===== config.mk =====
export PLATFORM = sky130hd
export DESIGN_NAME = mlfq_process_table
export DESIGN_NICKNAME = d
export VERILOG_FILES = /design/src/design/mlfq_pkg.sv /design/src/design/mlfq_process_table.sv /design/src/design/mlfq_slot_ram.sv /design/src/design/mlfq_ctrl.sv
export SDC_FILE = /design/constraint.sdc
export NUM_CORES = 1
export LEC_CHECK = 0
export BUFFER_PORTS_ARGS = -buffer_cell sky130_fd_sc_hd__buf_2
export CAP_MARGIN = 20
export CORE_MARGIN = 2
export CORE_UTILIZATION = 55
export CTS_CLUSTER_DIAMETER = 80
export DETAILED_ROUTE_END_ITERATION = 16
export PLACE_DENSITY = 0.83
export SETUP_SLACK_MARGIN = 0.15
export SKIP_LAST_GASP = 1
export SYNTH_ARGS = -nofsm -noshare
export SYNTH_HDL_FRONTEND = slang
export SYNTH_SLANG_ARGS = --single-unit

===== constraint.sdc =====
create_clock -name clk -period 19.9 [get_ports clk]
set_clock_uncertainty 0.05 [all_clocks]
set_input_delay 0.995 -clock clk [delete_from_list [all_inputs] [get_ports clk]]
set_output_delay 0.995 -clock clk [all_outputs]
set_load 0.02 [all_outputs]

===== src/design/mlfq_pkg.sv =====
// Shared types and constants for the MLFQ process table.
`timescale 1ns / 1ps

package mlfq_pkg;

  localparam logic [2:0] OP_ALLOC    = 3'd0;
  localparam logic [2:0] OP_SET_STAT = 3'd1;
  localparam logic [2:0] OP_FREE     = 3'd2;
  localparam logic [2:0] OP_FREE_ALL = 3'd3;
  localparam logic [2:0] OP_CHARGE   = 3'd4;
  localparam logic [2:0] OP_TICK     = 3'd5;

  localparam logic [2:0] ST_UNUSED  = 3'd0;
  localparam logic [2:0] ST_LOADING = 3'd1;
  localparam logic [2:0] ST_READY   = 3'd2;
  localparam logic [2:0] ST_PENDING = 3'd5;

  localparam logic [2:0] CFG_LEVEL_COUNT    = 3'd0;
  localparam logic [2:0] CFG_QUANTUM_STEP   = 3'd1;
  localparam logic [2:0] CFG_BOOST_PERIOD   = 3'd2;
  localparam logic [2:0] CFG_SHELL_PID      = 3'd3;
  localparam logic [2:0] CFG_USER_PID_START = 3'd4;

  localparam logic [3:0]  RST_LEVEL_COUNT    = 4'd5;
  localparam logic [7:0]  RST_QUANTUM_STEP   = 8'd5;
  localparam logic [15:0] RST_BOOST_PERIOD   = 16'd500;
  localparam logic [15:0] RST_SHELL_PID      = 16'd2;
  localparam logic [15:0] RST_USER_PID_START = 16'd3;

  localparam logic [3:0] MAX_LEVELS = 4'd8;

  typedef struct packed {
    logic [2:0]  opcode;
    logic [15:0] target_pid;
    logic [2:0]  new_status;
    logic [4:0]  slot_index;
    logic [15:0] runtime;
    logic [31:0] tick_count;
    logic        tty_pending;
  } in_word_t;

  typedef struct packed {
    logic        ok;
    logic [15:0] given_pid;
    logic [4:0]  given_slot;
    logic [2:0]  level_now;
    logic        boosted;
  } out_word_t;

  typedef struct packed {
    logic [15:0] pid;
    logic [2:0]  status;
    logic [2:0]  level;
    logic [15:0] ticks;
  } slot_t;

  typedef struct packed {
    logic [3:0]  level_count;
    logic [7:0]  quantum_step;
    logic [15:0] boost_period;
    logic [15:0] shell_pid;
    logic [15:0] user_pid_start;
  } cfg_t;

endpackage


===== src/design/mlfq_process_table.sv =====
// Top level of the MLFQ process table: configuration registers, sequencer and output register.
//
// Usage:
//   Input words arrive on in_valid/in_stall/in_word; one result word per input
//   leaves on out_valid/out_stall/out_word. A word moves on a clock edge where
//   valid is high and stall is low.
//   Configuration is written through cfg_we/cfg_index/cfg_data while idle.
// Timing:
//   One word at a time. Sweeping operations (alloc, set status, free, free
//   all, tick check) visit one slot per cycle through the single update unit
//   and the slot memory, alloc ending early at the first free slot. Charge
//   visits only its one slot; rejected words go straight to the result.
//   in_stall is high from accept until the result is placed in the output
//   register, so the next word is taken while a result still waits there.
// Reset:
//   rst clears all slots (through valid bits, no clearing pass), the pid
//   counter, the boost timestamp and restores register defaults.
// Stall:
//   A stalled result holds in the output register; a finished word then waits
//   in the sequencer and the input side stays stalled.
`timescale 1ns / 1ps

module mlfq_process_table #(
  parameter int SLOTS = 16
) (
  input  logic                clk,
  input  logic                rst,
  input  logic                in_valid,
  output logic                in_stall,
  input  mlfq_pkg::in_word_t  in_word,
  output logic                out_valid,
  input  logic                out_stall,
  output mlfq_pkg::out_word_t out_word,
  input  logic                cfg_we,
  input  logic [2:0]          cfg_index,
  input  logic [15:0]         cfg_data
);

  mlfq_pkg::cfg_t      cfg;
  mlfq_pkg::out_word_t res;
  logic                res_load;
  logic                out_free;

  assign out_free = !out_valid || !out_stall;

  always_ff @(posedge clk) begin
    if (rst) begin
      cfg.level_count    <= mlfq_pkg::RST_LEVEL_COUNT;
      cfg.quantum_step   <= mlfq_pkg::RST_QUANTUM_STEP;
      cfg.boost_period   <= mlfq_pkg::RST_BOOST_PERIOD;
      cfg.shell_pid      <= mlfq_pkg::RST_SHELL_PID;
      cfg.user_pid_start <= mlfq_pkg::RST_USER_PID_START;
    end else if (cfg_we) begin
      unique case (cfg_index)
        mlfq_pkg::CFG_LEVEL_COUNT:    cfg.level_count    <= cfg_data[3:0];
        mlfq_pkg::CFG_QUANTUM_STEP:   cfg.quantum_step   <= cfg_data[7:0];
        mlfq_pkg::CFG_BOOST_PERIOD:   cfg.boost_period   <= cfg_data;
        mlfq_pkg::CFG_SHELL_PID:      cfg.shell_pid      <= cfg_data;
        mlfq_pkg::CFG_USER_PID_START: cfg.user_pid_start <= cfg_data;
        default: ;
      endcase
    end
  end

  mlfq_ctrl #(
    .SLOTS(SLOTS)
  ) u_ctrl (
    .clk     (clk),
    .rst     (rst),
    .cfg     (cfg),
    .in_valid(in_valid),
    .in_stall(in_stall),
    .in_word (in_word),
    .out_free(out_free),
    .res_load(res_load),
    .res     (res)
  );

  always_ff @(posedge clk) begin
    if (rst) begin
      out_valid <= 1'b0;
    end else if (res_load) begin
      out_valid <= 1'b1;
    end else if (out_valid && !out_stall) begin
      out_valid <= 1'b0;
    end
  end

  always_ff @(posedge clk) begin
    if (res_load) begin
      out_word <= res;
    end
  end

endmodule


===== src/design/mlfq_slot_ram.sv =====
// Slot table memory with per-entry valid bits; unwritten entries read as zero.
`timescale 1ns / 1ps

module mlfq_slot_ram #(
  parameter int DEPTH = 17,
  parameter int AW    = 5
) (
  input  logic           clk,
  input  logic           rst,
  input  logic           we,
  input  logic [AW-1:0]  waddr,
  input  mlfq_pkg::slot_t wdata,
  input  logic [AW-1:0]  raddr,
  output mlfq_pkg::slot_t rdata
);

  mlfq_pkg::slot_t mem [DEPTH];
  logic [DEPTH-1:0] vld;
  mlfq_pkg::slot_t rdata_q;
  logic            rvld_q;

  always_ff @(posedge clk) begin
    if (we) begin
      mem[waddr] <= wdata;
    end
    rdata_q <= mem[raddr];
  end

  always_ff @(posedge clk) begin
    if (rst) begin
      vld    <= '0;
      rvld_q <= 1'b0;
    end else begin
      if (we) begin
        vld[waddr] <= 1'b1;
      end
      rvld_q <= vld[raddr];
    end
  end

  assign rdata = rvld_q ? rdata_q : '0;

endmodule


===== src/design/mlfq_ctrl.sv =====
// Sequencer that sweeps the slot table one entry per cycle through a shared update unit.
`timescale 1ns / 1ps

module mlfq_ctrl #(
  parameter int SLOTS = 16
) (
  input  logic                clk,
  input  logic                rst,
  input  mlfq_pkg::cfg_t      cfg,
  input  logic                in_valid,
  output logic                in_stall,
  input  mlfq_pkg::in_word_t  in_word,
  input  logic                out_free,
  output logic                res_load,
  output mlfq_pkg::out_word_t res
);

  localparam int AW = $clog2(SLOTS + 1);
  localparam logic [AW-1:0] LAST = AW'(SLOTS);

  typedef enum logic [1:0] {S_IDLE, S_SWEEP, S_DONE} state_t;

  state_t          state;
  logic [2:0]      op;
  logic [15:0]     tpid;
  logic [2:0]      nstat;
  logic [15:0]     rt;
  logic            tty;
  logic            do_boost;
  logic [AW-1:0]   idx;
  logic            p_valid;
  logic [AW-1:0]   p_addr;
  logic [15:0]     pid_counter;
  logic [31:0]     last_boost_tick;

  mlfq_pkg::slot_t e;
  mlfq_pkg::slot_t wdata;
  logic            we;
  logic            found;
  logic            finish;
  logic [15:0]     pid_next;
  logic [16:0]     tsum;
  logic [15:0]     tsat;
  logic [11:0]     limit;
  logic [3:0]      lc;
  logic [3:0]      lvl_inc;
  logic            demote;
  logic [31:0]     since_boost;
  logic            accept;

  mlfq_slot_ram #(
    .DEPTH(SLOTS + 1),
    .AW   (AW)
  ) u_ram (
    .clk  (clk),
    .rst  (rst),
    .we   (we),
    .waddr(p_addr),
    .wdata(wdata),
    .raddr(idx),
    .rdata(e)
  );

  assign in_stall    = (state != S_IDLE);
  assign accept      = in_valid && (state == S_IDLE);
  assign since_boost = in_word.tick_count - last_boost_tick;
  assign pid_next    = pid_counter + 16'd1;

  always_comb begin
    lc = cfg.level_count;
    if (lc == 4'd0) begin
      lc = 4'd1;
    end else if (lc > mlfq_pkg::MAX_LEVELS) begin
      lc = mlfq_pkg::MAX_LEVELS;
    end
    lvl_inc = {1'b0, e.level} + 4'd1;
    limit   = {8'b0, lvl_inc} * {4'b0, cfg.quantum_step};
    tsum    = {1'b0, e.ticks} + {1'b0, rt};
    tsat    = tsum[16] ? 16'hFFFF : tsum[15:0];
    demote  = (tsat >= {4'b0, limit}) && (lvl_inc < lc);
  end

  always_comb begin
    wdata = e;
    we    = 1'b0;
    found = 1'b0;
    if (state == S_SWEEP && p_valid) begin
      case (op)
        mlfq_pkg::OP_ALLOC: begin
          if (e.status == mlfq_pkg::ST_UNUSED) begin
            wdata = '{pid: pid_next, status: mlfq_pkg::ST_LOADING, level: 3'd0, ticks: 16'd0};
            we    = 1'b1;
            found = 1'b1;
          end
        end
        mlfq_pkg::OP_SET_STAT: begin
          if (e.pid == tpid) begin
            wdata.status = nstat;
            we           = 1'b1;
          end
        end
        mlfq_pkg::OP_FREE: begin
          if (e.pid == tpid) begin
            wdata.status = mlfq_pkg::ST_UNUSED;
            we           = 1'b1;
          end
        end
        mlfq_pkg::OP_FREE_ALL: begin
          if (e.pid >= cfg.user_pid_start && e.status != mlfq_pkg::ST_UNUSED) begin
            wdata.status = mlfq_pkg::ST_UNUSED;
            we           = 1'b1;
          end
        end
        mlfq_pkg::OP_CHARGE: begin
          we = 1'b1;
          if (demote) begin
            wdata.level = lvl_inc[2:0];
            wdata.ticks = 16'd0;
          end else begin
            wdata.ticks = tsat;
          end
        end
        mlfq_pkg::OP_TICK: begin
          if (e.status != mlfq_pkg::ST_UNUSED &&
              (do_boost || (tty && e.pid == cfg.shell_pid))) begin
            wdata.level = 3'd0;
            wdata.ticks = 16'd0;
            we          = 1'b1;
          end
        end
        default: ;
      endcase
    end
    finish = p_valid && (op == mlfq_pkg::OP_CHARGE || p_addr == LAST || found);
  end

  always_ff @(posedge clk) begin
    if (rst) begin
      state           <= S_IDLE;
      res_load        <= 1'b0;
      p_valid         <= 1'b0;
      pid_counter     <= '0;
      last_boost_tick <= '0;
    end else begin
      res_load <= 1'b0;
      unique case (state)
        S_IDLE: begin
          p_valid <= 1'b0;
          if (accept) begin
            op       <= in_word.opcode;
            tpid     <= in_word.target_pid;
            nstat    <= in_word.new_status;
            rt       <= in_word.runtime;
            tty      <= in_word.tty_pending;
            do_boost <= 1'b0;
            res      <= '0;
            idx      <= '0;
            state    <= S_SWEEP;
            case (in_word.opcode)
              mlfq_pkg::OP_ALLOC: begin
                idx <= AW'(1);
              end
              mlfq_pkg::OP_SET_STAT: begin
                if (in_word.new_status >= mlfq_pkg::ST_READY &&
                    in_word.new_status <= mlfq_pkg::ST_PENDING) begin
                  res.ok <= 1'b1;
                end else begin
                  state <= S_DONE;
                end
              end
              mlfq_pkg::OP_FREE, mlfq_pkg::OP_FREE_ALL: begin
                res.ok <= 1'b1;
              end
              mlfq_pkg::OP_CHARGE: begin
                if (32'(in_word.slot_index) <= 32'(SLOTS)) begin
                  idx    <= AW'(in_word.slot_index);
                  res.ok <= 1'b1;
                end else begin
                  state <= S_DONE;
                end
              end
              mlfq_pkg::OP_TICK: begin
                res.ok <= 1'b1;
                if (since_boost >= {16'b0, cfg.boost_period}) begin
                  do_boost        <= 1'b1;
                  res.boosted     <= 1'b1;
                  last_boost_tick <= in_word.tick_count;
                end
              end
              default: begin
                state <= S_DONE;
              end
            endcase
          end
        end
        S_SWEEP: begin
          p_valid <= 1'b1;
          p_addr  <= idx;
          if (idx != LAST) begin
            idx <= idx + AW'(1);
          end
          if (found) begin
            pid_counter    <= pid_next;
            res.ok         <= 1'b1;
            res.given_pid  <= pid_next;
            res.given_slot <= 5'(p_addr);
          end
          if (op == mlfq_pkg::OP_CHARGE && p_valid) begin
            res.level_now <= wdata.level;
          end
          if (finish) begin
            p_valid <= 1'b0;
            state   <= S_DONE;
          end
        end
        S_DONE: begin
          if (out_free) begin
            res_load <= 1'b1;
            state    <= S_IDLE;
          end
        end
        default: state <= S_IDLE;
      endcase
    end
  end

endmodule


==> impl_results.md <==
* # hold bufs at CTS at 0
* DR pass1 iterations at 9
* Core area at 72960 um^2
* WP data required at 20120 ps
* Total vias in the final route at 26140
* HP Class: flip-flop to flip-flop
* CP top delay family: compound AO/OA/AOI/OAI gates
* Synthesized area per cell at 14.30 um^2
* GR Util All Layers at 28.91%
* Fillers at 4957
* # rows at 99
* DP Worst Slack at 12430 ps
* Critical Path Most Common Cell: a21oi_1
* Final WS setup at 12290 ps
* Number of max-cap violations at 0
* Die Ht at 275.3 um
* Largest net degree at the start of global routing at 162
* Synth warnings at 0
* Post-synthesis sequential area ratio at 63.75%
* Top Metal Used: met5
* CTS tree: done
* Post_cts resized at 0
* Worst slew pin tran at 1149 ps
* Fmax at 0.1315 GHz
* Drt wl/cell at 27.24 um
* Crit. End Element: flip-flop
* Postcts setup bufs at 0
* Dpl hpwl at 61670 um
* Status: completed
* Min Tclk post-route at 7606 ps
* Main synth FF type: edfxtp_1
* CTS sink count at 916
* Die Wd at 275.3 um
* # setup viols final at 0
* Routed vias/inst at 6.493
* CP Max Fanout at 66
* Initial antenna violation count at 4
* Startpoint types: flip-flop
* Slew headroom at 23.42%
* Post-Syn Area at 40500 um^2
* Post-Syn Instances at 2831
* Number of global-route vias before repair at 26420
* CP bufs+invs at 2
* CTS clk-pin slew, worst paths at 60 ps
* EDFF count, synth at 747
* Routed length on met2 at 53510 um
* RSZ-0062 raised after global routing: false
* Final net count at 3218
* Static leakage at 14.38 nW
* Layout cells sized above 1 at 18.83%
* # DRC at 0
* Worst skew pair latency at 650 ps
* Setup Crit Path Kind: flip-flop to flip-flop
* Syn_nets at 3059
* Io pins at 128
* Tcrit/Tclk final at 38.22%
* Synth cell types at 79
* Asr flop ratio synth at 0%
* WP data arrival at 7830 ps
* Wirelength, routed at 109700 um
* Worst VDD drop at 0.07252 mV
* Final ANT Viol Nets at 0
* Global-route wire length before repair at 162300 um
* Initial DRC count at 3555
* TritonCTS buffer count at 86
* PwrDens at 87.78 nW/um^2
* Max clock buf depth at 3
* Root Buffer: clkbuf_16
* Cells along the critical path: buf_4 -> nand2_1 -> xnor2_1 -> nand2_1 -> fa_1 -> inv_1 -> fa_1 -> ha_1 -> a21o_1 -> a21oi_1 -> o21ai_0 -> a21oi_1 -> nor2b_1 -> o21a_1 -> o21ai_0 -> nand2b_1 -> a21oi_1 -> xor2_1 -> ha_1 -> a221oi_1 -> and4_4 -> o21ai_2 -> and2_1 -> a21oi_1
* H-tree levels at 3
* Grt ovf at 0
* Starting Density at 55.50%
* Crit path max-delay cell type: a21oi_1
* Gpl congestion at 0.9758
* Flops & latches, synth at 916
* CP max stage delay at 900 ps
* Setup TNS at 0 ps
* Area delta synth->final at 12.06%
* Die area at 75810 um^2
* Hold Fails Final Rpt at 0
* Routed length on met3 at 12630 um
* DRT met1 WL at 38190 um
* Max Slew Vio Count at 0
* Port buffer count at 127
[per-stage QoR]
stage / cells / total power [mW] / util [%] / cell area, um^2 / hold slack [ps]
CTS: 4005 / 3.984 / 61.92 / 45170 / 362.1
finish: 4026 / 3.983 / 62.20 / 45380 / 367.4
global route: 4024 / 4.081 / 62.19 / 45370 / 374.4
detailed placement: 3843 / 2.363 / 58.07 / 42370 / 354.5
floorplan: 2831 / 2.287 / - / 40500 / 350.3
global placement: 3843 / 2.355 / 58.07 / 42370 / 355.9
[where the power goes]
part	leakage (nW)	internal, mW	switching [mW]
Combinational	6.06	0.0969	0.151
Clock	1.37	0.919	0.731
Sequential	6.96	2.07	0.0170
Total	14.4	3.08	0.899
[final timing paths]
kind	from	endpoint	slack [ps]	cells after the start
worst max-delay path	u_ctrl.u_ram.rvld_q	u_ctrl.u_ram.mem[11][16]	12290	24
worst min-delay path	u_ctrl.res[24]	out_word[24]	370	0
worst max register to register	u_ctrl.u_ram.rvld_q	u_ctrl.u_ram.mem[11][16]	12290	24
worst min register to register	u_ctrl.res[24]	out_word[24]	370	0
[cells in the final DEF, fill, tap and decap left out, types with 91 or more instances in the layout]
cell / netlist / final
a21oi_1: 114 / 114
buf_2: 13 / 126
dfxtp_1: 169 / 168
edfxtp_1: 747 / 747
ha_1: 114 / 114
inv_1: 143 / 143
mux4_2: 195 / 195
nand2_1: 334 / 334
nand2b_1: 91 / 91
nor2_1: 146 / 138
[Yosys cell counts (4+ instances only)]
cell type / number / area share, %
a211o_1: 17 / 0.37
a211oi_1: 9 / 0.17
a21boi_0: 6 / 0.11
a21o_1: 20 / 0.37
a21oi_1: 114 / 1.4
a221oi_1: 6 / 0.13
a22oi_1: 12 / 0.22
a31oi_1: 11 / 0.17
and2_1: 48 / 0.74
and3_1: 13 / 0.20
buf_1: 26 / 0.24
buf_2: 13 / 0.16
clkbuf_1: 83 / 0.77
dfxtp_1: 169 / 8.4
edfxtp_1: 747 / 55
fa_1: 14 / 0.69
ha_1: 114 / 3.5
inv_1: 143 / 1.3
mux2i_1: 43 / 1.1
mux4_2: 195 / 11
nand2_1: 334 / 3.1
nand2b_1: 91 / 1.4
nand3_1: 36 / 0.44
nand3b_1: 17 / 0.32
nand4_1: 18 / 0.28
nor2_1: 146 / 1.4
nor2b_1: 19 / 0.29
nor3_1: 22 / 0.27
nor4_1: 15 / 0.23
o2111ai_1: 4 / 0.087
o211ai_1: 7 / 0.13
o21a_1: 16 / 0.30
o21ai_0: 86 / 1.1
o21ba_2: 9 / 0.22
o21bai_1: 6 / 0.11
o22ai_1: 25 / 0.39
o2bb2ai_1: 10 / 0.22
o31ai_1: 10 / 0.19
or2_2: 11 / 0.17
or3_1: 10 / 0.15
xnor2_1: 40 / 0.87
xor2_1: 40 / 0.87
[kinds of logic after synthesis]
logic type	count (synthesis)	share of synthesized area, %
xor+xnor	80	1.730
fa+ha+maj	129	4.239
buf+inv	271	2.623
simple gates	797	9.353
flops	916	63.75
mux	238	11.91
compound gates	400	6.399
[flip-flops by register name, summed over array words and instances, names as in the netlist]
register / count
cfg: 60
out_valid: 1
out_word: 26
u_ctrl.idx: 5
u_ctrl.last_boost_tick: 32
u_ctrl.nstat: 3
u_ctrl.op: 3
u_ctrl.p_addr: 5
u_ctrl.p_valid: 1
u_ctrl.pid_counter: 16
u_ctrl.res: 26
u_ctrl.res_load: 1
u_ctrl.rt: 16
u_ctrl.state: 2
u_ctrl.tpid: 16
u_ctrl.tty: 1
u_ctrl.u_ram.mem: 646
u_ctrl.u_ram.rdata_q: 38
u_ctrl.u_ram.rvld_q: 1
u_ctrl.u_ram.vld: 17
[layout make-up]
| class | instances | area (um^2) | area share (%) |
|---|---|---|---|
| antenna | 3 | 7.507 | 0.01654 |
| clock buffer | 117 | 2359 | 5.198 |
| clock inverter | 45 | 449.2 | 0.9899 |
| inverter | 143 | 536.8 | 1.183 |
| multi-input combinational | 1644 | 13750 | 30.29 |
| sequential | 916 | 25820 | 56.89 |
| tap | 959 | 1200 | 2.644 |
| timing repair buffer | 199 | 1264 | 2.785 |
[metal layers]
metal  vias up  GRT usage, %
li1      10950             -
met1     12800         36.09
met2      1967         48.10
met3       417         6.516
met4         6         13.84
met5         -             0
Power figures use the tool's default switching activity.
